$ cat src/rotate_square_hash_password_macros.svh
// Assertion macros for the rotate-square hash block.
// RSHP_ASSERT: checked only outside reset. RSHP_ASSERT_ALWAYS: checked at every edge.
`ifndef ROTATE_SQUARE_HASH_PASSWORD_MACROS_SVH
`define ROTATE_SQUARE_HASH_PASSWORD_MACROS_SVH

`ifndef SYNTHESIS
`define RSHP_ASSERT(lbl, clk, rst, prop) \
  lbl: assert property (@(posedge clk) disable iff (rst) prop) \
    else $error("rotate_square_hash_password: assertion failed");
`define RSHP_ASSERT_ALWAYS(lbl, clk, prop) \
  lbl: assert property (@(posedge clk) prop) \
    else $error("rotate_square_hash_password: assertion failed");
`else
`define RSHP_ASSERT(lbl, clk, rst, prop)
`define RSHP_ASSERT_ALWAYS(lbl, clk, prop)
`endif

`endif

$ cat src/rshp_pkg.sv
package rshp_pkg;

  // Bytes hashed per message; later bytes only raise the too-long flag.
  localparam logic [7:0] MAX_BYTES = 8'd255;

  localparam logic [26:0] P1_WEIGHT = 27'd1000000;
  localparam logic [26:0] P2_WEIGHT = 27'd10000;
  localparam logic [26:0] P3_WEIGHT = 27'd100;

  // 0xFF00 mod 100, the part of the padded pair value above the low byte.
  localparam logic [8:0] PAD_MOD100 = 9'd80;

  typedef struct packed {
    logic [7:0] data_byte;
    logic       last_byte;
  } in_item_t;

  typedef struct packed {
    logic [63:0] phrase_bytes;
    logic [26:0] password;
    logic        too_long;
  } out_item_t;

  // Reduce a value below 512 mod 100 by three compare-and-subtract steps.
  function automatic logic [6:0] mod100(input logic [8:0] x);
    logic [8:0] r;
    r = x;
    if (r >= 9'd400) r = r - 9'd400;
    if (r >= 9'd200) r = r - 9'd200;
    if (r >= 9'd100) r = r - 9'd100;
    return r[6:0];
  endfunction

  // Pair digit: (0xFF00 | ~(a ^ b) & 0xFF) mod 100.
  function automatic logic [6:0] pair_inverted(input logic [7:0] a, input logic [7:0] b);
    logic [8:0] x;
    x = PAD_MOD100 + {1'b0, ~(a ^ b)};
    return mod100(x);
  endfunction

endpackage

$ cat src/rotate_square_hash_password.sv
// Rotate-square byte hash with phrase bytes and an eight-digit password.
// Input channel: in_valid / in_stall / in_data carry one message byte per item
// with a last-byte marker. Output channel: out_valid / out_stall / out_data
// carry one result item per message, made on its last byte.
// Throughput: one byte per cycle while in_stall is low; the accumulator update
// (rotate, 16x16 square, XOR) is combinational, so bytes may arrive on every clock.
// Result path: a last byte is hashed from the input register into the final
// stage, and its result is then registered on out_data and flagged by
// out_valid; stalls can hold it in the input register or the final stage.
// Stalls: non-last bytes never stall. A last byte waits in the input
// register only while the final stage is full and cannot drain into a
// stalled output register; in_stall is then high.
// Messages over 255 bytes keep the hash of the first 255 and set too_long.
// Reset (rst, synchronous) empties all stages and clears the accumulator,
// byte count and overflow flag; they clear again after each last byte.
`include "rotate_square_hash_password_macros.svh"

module rotate_square_hash_password (
  input  logic                clk,
  input  logic                rst,
  input  logic                in_valid,
  output logic                in_stall,
  input  rshp_pkg::in_item_t  in_data,
  output logic                out_valid,
  input  logic                out_stall,
  output rshp_pkg::out_item_t out_data
);

  // Input register.
  logic       in_v;
  logic [7:0] in_byte;
  logic       in_last;

  // Message state.
  logic [31:0] hash_acc;
  logic [7:0]  byte_index;
  logic        overflow_seen;
  logic [31:0] hash_acc_next;
  logic [7:0]  byte_index_next;
  logic        overflow_seen_next;

  // Final stage: accumulator of a finished message.
  logic        fin_v;
  logic [31:0] fin_acc;
  logic        fin_over;

  logic        out_ready;
  logic        fin_ready;
  logic        in_move;
  logic        in_load;

  logic [15:0] v;
  logic [3:0]  rot;
  logic [63:0] rot_wide;
  logic [31:0] square;
  logic        hashing;

  logic [31:0]         fold;
  logic [7:0]          b [8];
  logic [6:0]          p1, p2, p3, p4;
  rshp_pkg::out_item_t result;

  // Handshake: each stage advances when it is empty or its successor advances.
  assign out_ready = !out_valid || !out_stall;
  assign fin_ready = !fin_v || out_ready;
  assign in_move   = in_v && (!in_last || fin_ready);
  assign in_load   = !in_v || in_move;
  assign in_stall  = !in_load;

  always_ff @(posedge clk) begin
    if (rst) begin
      in_v <= 1'b0;
    end else if (in_load) begin
      in_v <= in_valid;
    end
  end

  always_ff @(posedge clk) begin
    if (in_load && in_valid) begin
      in_byte <= in_data.data_byte;
      in_last <= in_data.last_byte;
    end
  end

  // Hash step: rotate by the low nibble of (v>>2)^v, then XOR in v squared.
  assign hashing  = byte_index < rshp_pkg::MAX_BYTES;
  assign v        = {byte_index + 8'd1, in_byte};
  assign rot      = v[5:2] ^ v[3:0];
  assign rot_wide = {hash_acc, hash_acc} << rot;
  assign square   = 32'(v) * 32'(v);

  always_comb begin
    hash_acc_next      = hash_acc;
    byte_index_next    = byte_index;
    overflow_seen_next = overflow_seen;
    if (hashing) begin
      hash_acc_next   = rot_wide[63:32] ^ square;
      byte_index_next = byte_index + 8'd1;
    end else begin
      overflow_seen_next = 1'b1;
    end
  end

  // Advance the message state; drop it back to zero after a last byte.
  always_ff @(posedge clk) begin
    if (rst) begin
      hash_acc      <= '0;
      byte_index    <= '0;
      overflow_seen <= 1'b0;
    end else if (in_move) begin
      if (in_last) begin
        hash_acc      <= '0;
        byte_index    <= '0;
        overflow_seen <= 1'b0;
      end else begin
        hash_acc      <= hash_acc_next;
        byte_index    <= byte_index_next;
        overflow_seen <= overflow_seen_next;
      end
    end
  end

  always_ff @(posedge clk) begin
    if (rst) begin
      fin_v <= 1'b0;
    end else if (fin_ready) begin
      fin_v <= in_move && in_last;
    end
  end

  always_ff @(posedge clk) begin
    if (fin_ready && in_move && in_last) begin
      fin_acc  <= hash_acc_next;
      fin_over <= overflow_seen_next;
    end
  end

  // Fold, pick phrase bytes at shifts 0, 8, 16, 24, 1, 7, 11, 19.
  assign fold = fin_acc ^ {16'd0, fin_acc[31:16]};
  assign b[0] = fold[7:0];
  assign b[1] = fold[15:8];
  assign b[2] = fold[23:16];
  assign b[3] = fold[31:24];
  assign b[4] = fold[8:1];
  assign b[5] = fold[14:7];
  assign b[6] = fold[18:11];
  assign b[7] = fold[26:19];

  assign p1 = rshp_pkg::mod100({1'b0, b[0] ^ b[5]});
  assign p2 = rshp_pkg::pair_inverted(b[1], b[6]);
  assign p3 = rshp_pkg::pair_inverted(b[2], b[4]);
  assign p4 = rshp_pkg::pair_inverted(b[3], b[7]);

  always_comb begin
    result.phrase_bytes = {b[7], b[6], b[5], b[4], b[3], b[2], b[1], b[0]};
    result.password     = 27'(p1) * rshp_pkg::P1_WEIGHT
                        + 27'(p2) * rshp_pkg::P2_WEIGHT
                        + 27'(p3) * rshp_pkg::P3_WEIGHT
                        + 27'(p4);
    result.too_long     = fin_over;
  end

  // Output register: hold while stalled, load when a finished message moves up.
  always_ff @(posedge clk) begin
    if (rst) begin
      out_valid <= 1'b0;
    end else if (out_ready) begin
      out_valid <= fin_v;
    end
  end

  always_ff @(posedge clk) begin
    if (out_ready && fin_v) begin
      out_data <= result;
    end
  end

  `RSHP_ASSERT_ALWAYS(a_reset_clears, clk,
    rst |=> (hash_acc == 32'd0 && byte_index == 8'd0 && !overflow_seen && !fin_v && !out_valid))
  `RSHP_ASSERT(a_last_clears_state, clk, rst,
    (in_move && in_last) |=> (byte_index == 8'd0 && hash_acc == 32'd0 && !overflow_seen))
  `RSHP_ASSERT(a_overflow_at_limit, clk, rst,
    overflow_seen |-> byte_index == rshp_pkg::MAX_BYTES)
  `RSHP_ASSERT(a_stall_only_on_last, clk, rst,
    in_stall |-> (in_v && in_last && fin_v && out_valid && out_stall))
  `RSHP_ASSERT(a_result_from_final, clk, rst,
    $rose(out_valid) |-> $past(fin_v))

endmodule

$ cat config.mk
export PLATFORM = sky130hd
export DESIGN_NAME = rotate_square_hash_password
export DESIGN_NICKNAME = d
export VERILOG_FILES = /design/src/rshp_pkg.sv /design/src/rotate_square_hash_password.sv
export VERILOG_INCLUDE_DIRS = /design/src /design/src/src
export SDC_FILE = /design/constraint.sdc
export NUM_CORES = 1
export LEC_CHECK = 0
export ABC_AREA = 1
export BUFFER_PORTS_ARGS = -buffer_cell sky130_fd_sc_hd__buf_2
export CAP_MARGIN = 15
export CORE_MARGIN = 4
export CORE_UTILIZATION = 40
export DETAILED_ROUTE_END_ITERATION = 8
export PLACE_DENSITY_LB_ADDON = 0.15
export SLEW_MARGIN = 0
export SYNTH_ARGS = -nofsm -noshare
export SYNTH_HDL_FRONTEND = slang
export SYNTH_SLANG_ARGS = --single-unit
$ cat constraint.sdc
create_clock -name clk -period 18.5 [get_ports clk]
set_input_delay 1.85 -clock clk [delete_from_list [all_inputs] [get_ports clk]]
set_output_delay 1.85 -clock clk [all_outputs]
set_load 0.02 [all_outputs]
==> results of run 1 <==
metrics by stage:
stage | util [%] | area, µm² | hold slack (ns)
finish | 43.8 | 22700 | 0.433
global route | 43.8 | 22700 | 0.437
CTS | 43.8 | 22700 | 0.437
detailed placement | 42.7 | 22100 | 0.406
global placement | 42.7 | 22100 | 0.423
floorplan | - | 21100 | 0.400
metal layers:
metal  global-route usage (%)  vias to the layer above
li1                         -                     8312
met1                     27.3                     7928
met2                     33.7                      275
met3                     2.25                       66
met4                     5.50                        0
met5                        0                        -
cell type report:
cell class	count	share of cell area, %
tap	680	3.76
timing repair buffer	115	2.64
clock buffer	20	1.93
inverter	484	8.02
antenna	1	0.0110
sequential	146	17.4
multi-input combinational	1888	65.7
clock inverter	12	0.547
kinds of logic (layout without fill, tap and decap cells):
group / after synthesis / count (layout) / share of synthesized area [%]
adders and majority gates: 470 / 470 / 34.9
muxes: 21 / 21 / 1.02
and+or+nand+nor: 841 / 841 / 16.9
DFF: 146 / 146 / 18.7
AOI/OAI and AO/OA: 380 / 380 / 9.96
buffers and inverters: 575 / 631 / 10.8
xor gates and xnor gates: 176 / 176 / 7.73
other: 0 / 1 / 0
layout by cell type (no fill, tap or decap), types with 4 or more instances in the layout:
| master | instances |
|---|---|
| a21boi_0 | 5 |
| a21o_1 | 13 |
| a21oi_1 | 161 |
| a31oi_1 | 4 |
| buf_2 | 106 |
| buf_4 | 9 |
| clkbuf_16 | 17 |
| clkinv_1 | 5 |
| dfxtp_1 | 44 |
| edfxtp_1 | 102 |
| fa_1 | 197 |
| ha_1 | 273 |
| inv_1 | 463 |
| inv_2 | 16 |
| inv_6 | 5 |
| mux2_2 | 4 |
| mux2i_1 | 17 |
| nand2_1 | 504 |
| nand2_2 | 22 |
| nand2_4 | 9 |
| nand3_1 | 60 |
| nand3_2 | 7 |
| nand4_1 | 18 |
| nor2_1 | 193 |
| nor2_2 | 6 |
| nor3_1 | 8 |
| o211ai_1 | 9 |
| o21a_1 | 9 |
| o21ai_0 | 131 |
| o21ai_1 | 16 |
| o21ai_2 | 7 |
| o21bai_1 | 11 |
| xnor2_1 | 61 |
| xor2_1 | 103 |
| xor2_2 | 11 |
final timing paths:
path,start,endpoint,slack [ns],cells past startpoint
worst min-delay path,fin_over,out_data[0],0.43,0
worst min register to register,fin_over,out_data[0],0.43,0
worst max-delay path,fin_acc[22],out_data[26],9.75,51
worst max register to register,fin_acc[22],out_data[26],9.75,51
registers in the layout, summed over array words and instances, names as in the netlist:
signal and flops:
overflow_seen 1, fin_over 1, out_data 60, out_valid 1
in_v 1, fin_v 1, in_last 1, in_byte 8
fin_acc 32, hash_acc 32, byte_index 8
==> flow_summary_export.csv, run 1 <==
group,metric,value,unit
status,status,"finished, final reports clean",
timing,skew,0.0203,ns
route,drc,0,
die,die-area,56500,µm²
global_route,track_usage,20.0,%
critical_path,cp-end-kind,"register",
timing,finalSetupTns,0,ns
logic_synthesis,syn_area,21100,µm²
critical_path,crit_type,"reg -> reg",
cts,clk_latency,0.47,ns
logic_synthesis,yosysWarnings,0,
cts,postCtsResizedCells,0,
worst_hold_path,worstHoldPathType,"reg -> reg",
timing,tightest_slew,1.10,ns
route,wl_met1,26000,µm
critical_path,cp.arrival,8.96,ns
global_route,grt_pass1_vias,16700,
timing,slew_violations,0,
route,dr_total_vias,16600,
logic_synthesis,synth_top_area_share,18.7,%
critical_path,cpMaxStageDelayCell,"fa_1",
cts,holdBufCountCts,0,
die,chipHeight,238,µm
logic_synthesis,yosys-top-cells-count,"504 x nand2_1, 463 x inv_1, 273 x ha_1",
finish,nets,3135,
logic_synthesis,syn_nets,3092,
placement,pre_cts_ws,9.81,ns
cts,htreeDepth,4,
route,postRouteAntennaNets,0,
critical_path,path_max_fanout,6,
finish,multi_input_area,14900,µm²
logic_synthesis,syn_inst,2609,
timing,rsz0062_at_grt,"no",
logic_synthesis,ys.flop_type,"edfxtp_1",
cts,clkTransAtPathRegs,0.07,ns
finish,area_growth,7.41,%
cts,cts_buffer_depth,2,
flow_run,cap_violations,0,
route,wirelength,55300,µm
logic_synthesis,synth-edff-count,102,
timing,hold_violations,0,
timing,fin_ws,9.75,ns
cts,clkSinkCount,146,
route,firstDrtPassIters,5,
die,start_util,40.8,%
timing,setup_viol,0,
logic_synthesis,synthTopCellsByArea,"fa_1 19%, ha_1 16%, edfxtp_1 15%",
route,wl_met3,1650,µm
finish,nFillCells,5240,
finish,drive_above_1_share,9.01,%
finish,fin_cells,3346,
placement,portBuffers,106,
global_route,grt_max_degree,69,
timing,fin_crit,8.75,ns
global_route,antenna_found_initial,1,
cts,cts_buffers,17,
logic_synthesis,async_flop_share,0,%
die,rows,83,
critical_path,cp.required,18.71,ns
logic_synthesis,synthDistinctLibCells,53,
critical_path,path_delay_family,"adder cells",
critical_path,cp.buffers_inverters,6,
route,highest_layer,"met4",
logic_synthesis,yosysMostFrequentCell,"nand2_1",
logic_synthesis,synth_top_area_cell,"fa_1",
logic_synthesis,syn_area_per_cell,8.09,µm²
logic_synthesis,ys_ff_latch,146,
global_route,grt_overflow_total,0,
global_route,grt_first_pass_wirelength,89600,µm
die,ioPinCount,107,
timing,period_share,47.3,%
placement,dp.cells,3313,
placement,dpl.hpwl,45800,µm
finish,register_area,3940,µm²
route,vias_per_cell,4.96,
cts,cts_root_buf,"clkbuf_16",
cts,cts_tree,"built",
route,wl_per_cell,16.5,µm
timing,clock.fmax,114,MHz
route,drt_iter0_drc,970,
logic_synthesis,ys_seq_area_share,18.7,%
placement,gp_congestion,0.924,
critical_path,slowest_delay,0.50,ns
timing,maxSlewHeadroom,26.1,%
critical_path,startpoint_type,"register",
cts,postCtsSetupBuffers,0,
critical_path,cp_common_cell,"nand2_1",
die,fp.coreArea,51700,µm²
route,wl_met2,26400,µm
die,die_w,238,µm
Power of run 1 is left out: the tool's default activity adds up to more than one toggle a clock period on the data nets, which glitch-free logic cannot reach.
==> inputs of run 2 (changes only) <==
--- a/config.mk
+++ b/config.mk
@@ -6,7 +6,7 @@
 export SDC_FILE = /design/constraint.sdc
 export NUM_CORES = 1
 export LEC_CHECK = 0
-export ABC_AREA = 1
+export ABC_AREA = 0
 export BUFFER_PORTS_ARGS = -buffer_cell sky130_fd_sc_hd__buf_2
 export CAP_MARGIN = 15
 export CORE_MARGIN = 4
==> constraint.sdc (replaced) <==
create_clock -name clk -period 8.7 [get_ports clk]
set_input_delay 0.87 -clock clk [delete_from_list [all_inputs] [get_ports clk]]
set_output_delay 0.87 -clock clk [all_outputs]
set_load 0.02 [all_outputs]
==> run 2 against run 1 <==
Design area grew 4.8%. Non-clock buffer count increased by 121. Routed wire length shrank 2.3%. Critical path type unchanged. Largest cell class unchanged.
==> flow_summary_export.csv, run 2 <==
group,metric,value,unit
timing,fin_crit,8.54,ns
global_route,grt_max_degree,61,
cts,clkSinkCount,146,
logic_synthesis,yosysWarnings,0,
critical_path,startpoint_type,"register",
die,rows,83,
timing,setup_viol,0,
critical_path,reg2reg_slack,0.16,ns
finish,reg_top3,"out_data x60, fin_acc x32, hash_acc x32",
route,wl_per_cell,18.0,µm
timing,rsz0062_at_grt,"yes",
global_route,grt_first_pass_wirelength,87400,µm
route,firstDrtPassIters,5,
logic_synthesis,synthSimpleGateAreaFrac,10.8,%
cts,holdBufCountCts,0,
logic_synthesis,synthDistinctLibCells,98,
logic_synthesis,syn_inst,2138,
global_route,track_usage,19.5,%
logic_synthesis,synthXorXnorAreaFrac,8.26,%
global_route,grt_pass1_vias,16000,
logic_synthesis,synth_top_family_by_area,"adder cells",
timing,clock.fmax,117,MHz
cts,cts_root_buf,"clkbuf_16",
finish,nFillCells,4926,
die,fp.coreArea,51600,µm²
placement,pre_cts_ws,-0.239,ns
finish,layout.cells.most_common_list,"293 x inv_1, 263 x ha_1, 196 x fa_1",
critical_path,path_max_fanout,4,
placement,gp_congestion,0.898,
route,postRouteAntennaNets,0,
finish,largest-register,"out_data",
route,drc,0,
logic_synthesis,ys_seq_area_share,18.8,%
timing,slew_violations,0,
die,die-area,56200,µm²
logic_synthesis,async_flop_share,0,%
critical_path,crit_path_start,"fin_acc[5]",
route,dr_total_vias,15700,
critical_path,crit_path_end,"out_data[24]",
critical_path,path_delay_family,"adder cells",
route,wirelength,54100,µm
timing,period_share,98.2,%
global_route,antenna_found_initial,0,
critical_path,cp.required,8.92,ns
critical_path,cp.depth,43,
die,ioPinCount,107,
logic_synthesis,synthTopCellsByArea,"fa_1 19%, ha_1 16%, edfxtp_1 15%",
critical_path,cp.arrival,8.76,ns
timing,hold_violations,0,
finish,area_growth,13.2,%
critical_path,rr_startpoint,"fin_acc[5]",
critical_path,cp-end-kind,"register",
logic_synthesis,synth-compound-area-share,12.5,%
critical_path,cp.buffers_inverters,5,
flow_run,cap_violations,0,
logic_synthesis,synth-edff-count,102,
timing,fin_ws,0.159,ns
critical_path,cp_common_cell,"ha_4",
logic_synthesis,yosys-top-cells-count,"297 x inv_1, 273 x ha_1, 197 x fa_1",
critical_path,timing.rr.end,"out_data[24]",
cts,clk_latency,0.47,ns
worst_hold_path,worstHoldPathType,"reg -> reg",
logic_synthesis,ys_ff_latch,146,
die,die_w,237,µm
logic_synthesis,yosysMostFrequentCell,"inv_1",
timing,maxSlewHeadroom,33.4,%
placement,portBuffers,106,
cts,cts_buffers,17,
placement,dpl.hpwl,44700,µm
critical_path,crit_type,"reg -> reg",
cts,cts_buffer_depth,2,
global_route,grt_overflow_total,0,
critical_path,slowest_delay,0.48,ns
logic_synthesis,syn_area_per_cell,9.81,µm²
logic_synthesis,synth_top_area_cell,"fa_1",
cts,clkTransAtPathRegs,0.07,ns
status,status,"finished, final reports clean",
logic_synthesis,synth_top_area_share,18.8,%
cts,htreeDepth,4,
logic_synthesis,ys.flop_type,"edfxtp_1",
timing,skew,0.0132,ns
critical_path,rr_worst_depth,43,
finish,nets,2789,
die,chipHeight,237,µm
logic_synthesis,syn_nets,2621,
finish,drive_above_1_share,17.6,%
logic_synthesis,synthMuxAreaShare,6.88,%
route,vias_per_cell,5.22,
cts,cts_tree,"built",
logic_synthesis,syn_area,21000,µm²
timing,tightest_slew,0.999,ns
placement,dp.cells,2956,
finish,fin_cells,3000,
critical_path,cpMaxStageDelayCell,"or4b_4",
finish,mostFrequentLayoutCell,"inv_1",
die,start_util,40.6,%
logic_synthesis,synth_fa_ha_area_share,35.1,%
route,drt_iter0_drc,859,
finish,largest_reg_flops,60,
## run 2: cells by family after synthesis
logic type,count (synthesis)
flip-flops,146
multiplexers,90
AO/OA/AOI/OAI,388
XOR/XNOR,185
adder cells (fa/ha/maj),470
buffers and inverters,391
AND/OR/NAND/NOR,468
## run 2: timing repair
item,CTS,global route
setup buffers,6,6
pin swaps,18,16
endpoints found under the setup margin,6,9
resized for setup,20,16
## run 2: how the worst min path moves through the flow
stage	from	end	slack [ns]	cells past startpoint
after floorplan	fin_over	out_data[0]	0.40	0
after global placement	fin_over	out_data[0]	0.41	0
after detailed placement	fin_over	out_data[0]	0.42	0
after CTS	fin_over	out_data[0]	0.43	0
after global routing	fin_over	out_data[0]	0.45	0
final	fin_over	out_data[0]	0.43	0
## run 2: metrics by stage
stage | util [%] | hold WS [ns] | area, µm² | TNS (ns)
floorplan | - | 0.400 | 21100 | 0
global placement | 44.4 | 0.408 | 22900 | -0.0849
detailed placement | 44.4 | 0.419 | 22900 | -0.961
CTS | 45.8 | 0.434 | 23600 | 0
global route | 46.0 | 0.449 | 23700 | -1.07
finish | 46.0 | 0.427 | 23700 | 0
## run 2: layout make-up
class / count / area [µm²] / area share (%)
Sequential cell: 146 / 3940 / 16.6
Antenna cell: 1 / 2.50 / 0.0105
Clock buffer: 19 / 433 / 1.82
Clock inverter: 13 / 141 / 0.595
Tap cell: 680 / 851 / 3.58
Multi-Input combinational cell: 1601 / 15700 / 66.2
Timing Repair Buffer: 236 / 1510 / 6.34
Inverter: 304 / 1140 / 4.81
## run 2: layer usage
layer / global-route usage, % / part of all wire, %
met4: 4.32 / 1.5
met3: 2.07 / 2.3
met5: 0 / 0
met1: 26.8 / 47
met2: 33.3 / 49
Power of run 2 is left out for the same reason.
==> inputs of run 3 (changes only) <==
--- a/config.mk
+++ b/config.mk
@@ -7,12 +7,15 @@
 export NUM_CORES = 1
 export LEC_CHECK = 0
 export ABC_AREA = 0
-export BUFFER_PORTS_ARGS = -buffer_cell sky130_fd_sc_hd__buf_2
+export BUFFER_PORTS_ARGS = -buffer_cell sky130_fd_sc_hd__buf_4
 export CAP_MARGIN = 15
+export CELL_PAD_IN_SITES_DETAIL_PLACEMENT = 0
+export CELL_PAD_IN_SITES_GLOBAL_PLACEMENT = 1
 export CORE_MARGIN = 4
 export CORE_UTILIZATION = 40
 export DETAILED_ROUTE_END_ITERATION = 8
 export PLACE_DENSITY_LB_ADDON = 0.15
+export SKIP_LAST_GASP = 1
 export SLEW_MARGIN = 0
 export SYNTH_ARGS = -nofsm -noshare
 export SYNTH_HDL_FRONTEND = slang
==> run 3 against run 2 <==
Clock skew increased by 0.0031 ns. Non-clock buffer count is 10 lower. Hold slack better by 0.042 ns. The run now ends with negative setup slack left. Critical path type unchanged. Sequential cell count stayed put. Setup slack worse by 0.19 ns. Design area up 1.0%. Register-to-register slack worse by 0.19 ns. Via count up 0.36%. Global-route usage is 0.35 points higher.
==> flow_summary_export.csv, run 3 (same netlist as run 2, synthesis figures left out) <==
group,metric,value,unit
placement,post_dp_cell_area,23000,µm²
global_route,grt_pass1_vias,16300,
die,die-area,56200,µm²
finish,largest_reg_flops,60,
route,dr_total_vias,15700,
timing,fin_crit,8.73,ns
status,violations,"negative setup slack",
route,wirelength,55100,µm
cts,htreeDepth,4,
critical_path,cp_common_cell,"ha_4",
critical_path,timing.rr.end,"out_data[27]",
finish,layout.cells.most_common_list,"292 x inv_1, 262 x ha_1, 224 x buf_4",
critical_path,slowest_delay,0.53,ns
critical_path,rr_startpoint,"fin_acc[21]",
finish,drive_above_1_share,17.6,%
finish,area_growth,14.3,%
finish,reg_top3,"out_data x60, fin_acc x32, hash_acc x32",
timing,slew_violations,0,
global_route,met1_usage,26.4,%
critical_path,crit_type,"reg -> reg",
global_route,antenna_found_initial,0,
critical_path,path_max_fanout,4,
flow_run,cap_violations,0,
global_route,gr-max-usage-layer,"met2",
finish,n_antenna_cell,0,
die,ioPinCount,107,
global_route,track_usage,19.8,%
timing,hold_violations,0,
cts,cts_root_buf,"clkbuf_16",
critical_path,cp.arrival,8.96,ns
cts,clkSinkCount,146,
finish,nets,2779,
critical_path,reg2reg_slack,-0.03,ns
cts,cts_buffer_depth,2,
global_route,grt_first_pass_wirelength,88600,µm
die,start_util,40.6,%
global_route,grt_overflow_total,0,
timing,rsz0062_at_grt,"yes",
worst_hold_path,min_to,"out_data[0]",
cts,cts_buffers,17,
timing,period_share,100,%
die,chipHeight,237,µm
finish,final_util,46.5,%
die,die_w,237,µm
status,status,"finished, violations left",
placement,dpl.hpwl,45300,µm
timing,maxSlewHeadroom,32.0,%
critical_path,startpoint_type,"register",
finish,design_area,24000,µm²
route,vias_per_cell,5.26,
cts,cts_tree,"built",
cts,clkTransAtPathRegs,0.07,ns
critical_path,cp-end-kind,"register",
placement,portBuffers,106,
cts,clk_latency,0.48,ns
route,drc,0,
worst_hold_path,holdPathStages,0,
global_route,grt_max_degree,61,
timing,tightest_slew,1.02,ns
finish,largest-register,"out_data",
global_route,gr-usage-met2,34.0,%
global_route,grt_use_met3,2.68,%
placement,gp_congestion,0.927,
timing,clock.fmax,115,MHz
die,fp.coreArea,51600,µm²
critical_path,rr_worst_depth,41,
cts,holdBufCountCts,0,
route,wl_per_cell,18.4,µm
route,postRouteAntennaNets,0,
timing,skew,0.0164,ns
finish,mostFrequentLayoutCell,"inv_1",
route,drt_iter0_drc,859,
timing,whs,0.470,ns
die,rows,83,
worst_hold_path,hp-start,"fin_over",
critical_path,cpMaxStageDelayCell,"fa_1",
timing,setup_viol,2,
critical_path,cp.required,8.92,ns
route,firstDrtPassIters,4,
timing,fin_ws,-0.0327,ns
worst_hold_path,worstHoldPathType,"reg -> reg",
## run 3: cell types whose count changed in the layout (fill, tap and decap cells not counted), sizes merged
| cell | previous run | this run |
|---|---|---|
| buf | 236 | 226 |
| clkinv | 8 | 11 |
| clkbuf | 19 | 17 |
| clkinvlp | 3 | 1 |
| inv | 305 | 307 |
| bufinv | 1 | 0 |
| diode | 1 | 0 |
## run 3: what timing repair did
item | CTS | global route
setup buffers | 15 | 7
pin swaps | 42 | 35
endpoints found under the setup margin | 7 | 9
gates resized for setup | 26 | 20
cloned | 0 | 0
## run 3: area by class of cell
cell class	count	area, µm²
clock buffers	17	425
clock inverters	15	156
fillers	4844	27600
inverters	304	1140
multi-input cells	1601	15800
flip-flops and latches	146	3940
well taps	680	851
repair buffers	226	1700
## run 3: how the worst max path moves through the flow
stage,startpoint,to,slack [ns]
final,fin_acc[21],out_data[27],-0.03
after global routing,fin_acc[21],out_data[25],-0.33
after CTS,fin_acc[20],out_data[25],0.003
after detailed placement,fin_acc[5],out_data[24],-0.35
after global placement,fin_acc[21],out_data[24],-0.03
after floorplan,fin_acc[21],out_data[25],0.005
## run 3: routing by layer
layer / vias to the layer above / share of wire (%)
met5: - / 0
met4: 0 / 2.0
met3: 45 / 3.5
met2: 263 / 50
met1: 7770 / 45
li1: 7635 / -
## run 3: worst max-delay path: cells and delay by family (launching register included)
kind	cells	cell delay (ns)
DFF	1	0.41
AOI/OAI and AO/OA	11	2.08
adders and majority gates	10	2.88
xor gates and xnor gates	4	0.87
and+or+nand+nor	8	1.36
buffers and inverters	7	0.59
muxes	1	0.29
## run 3: through the flow
step	TNS, ns	cells	setup WS, ns
after global routing	-1.89	2989	-0.327
final	-0.0456	2989	-0.0327
after detailed placement	-1.48	2936	-0.353
after floorplan	0	2138	0.00510
after CTS	0	2982	0.00307
after global placement	-0.0720	2936	-0.0350
Power of run 3 is left out for the same reason.
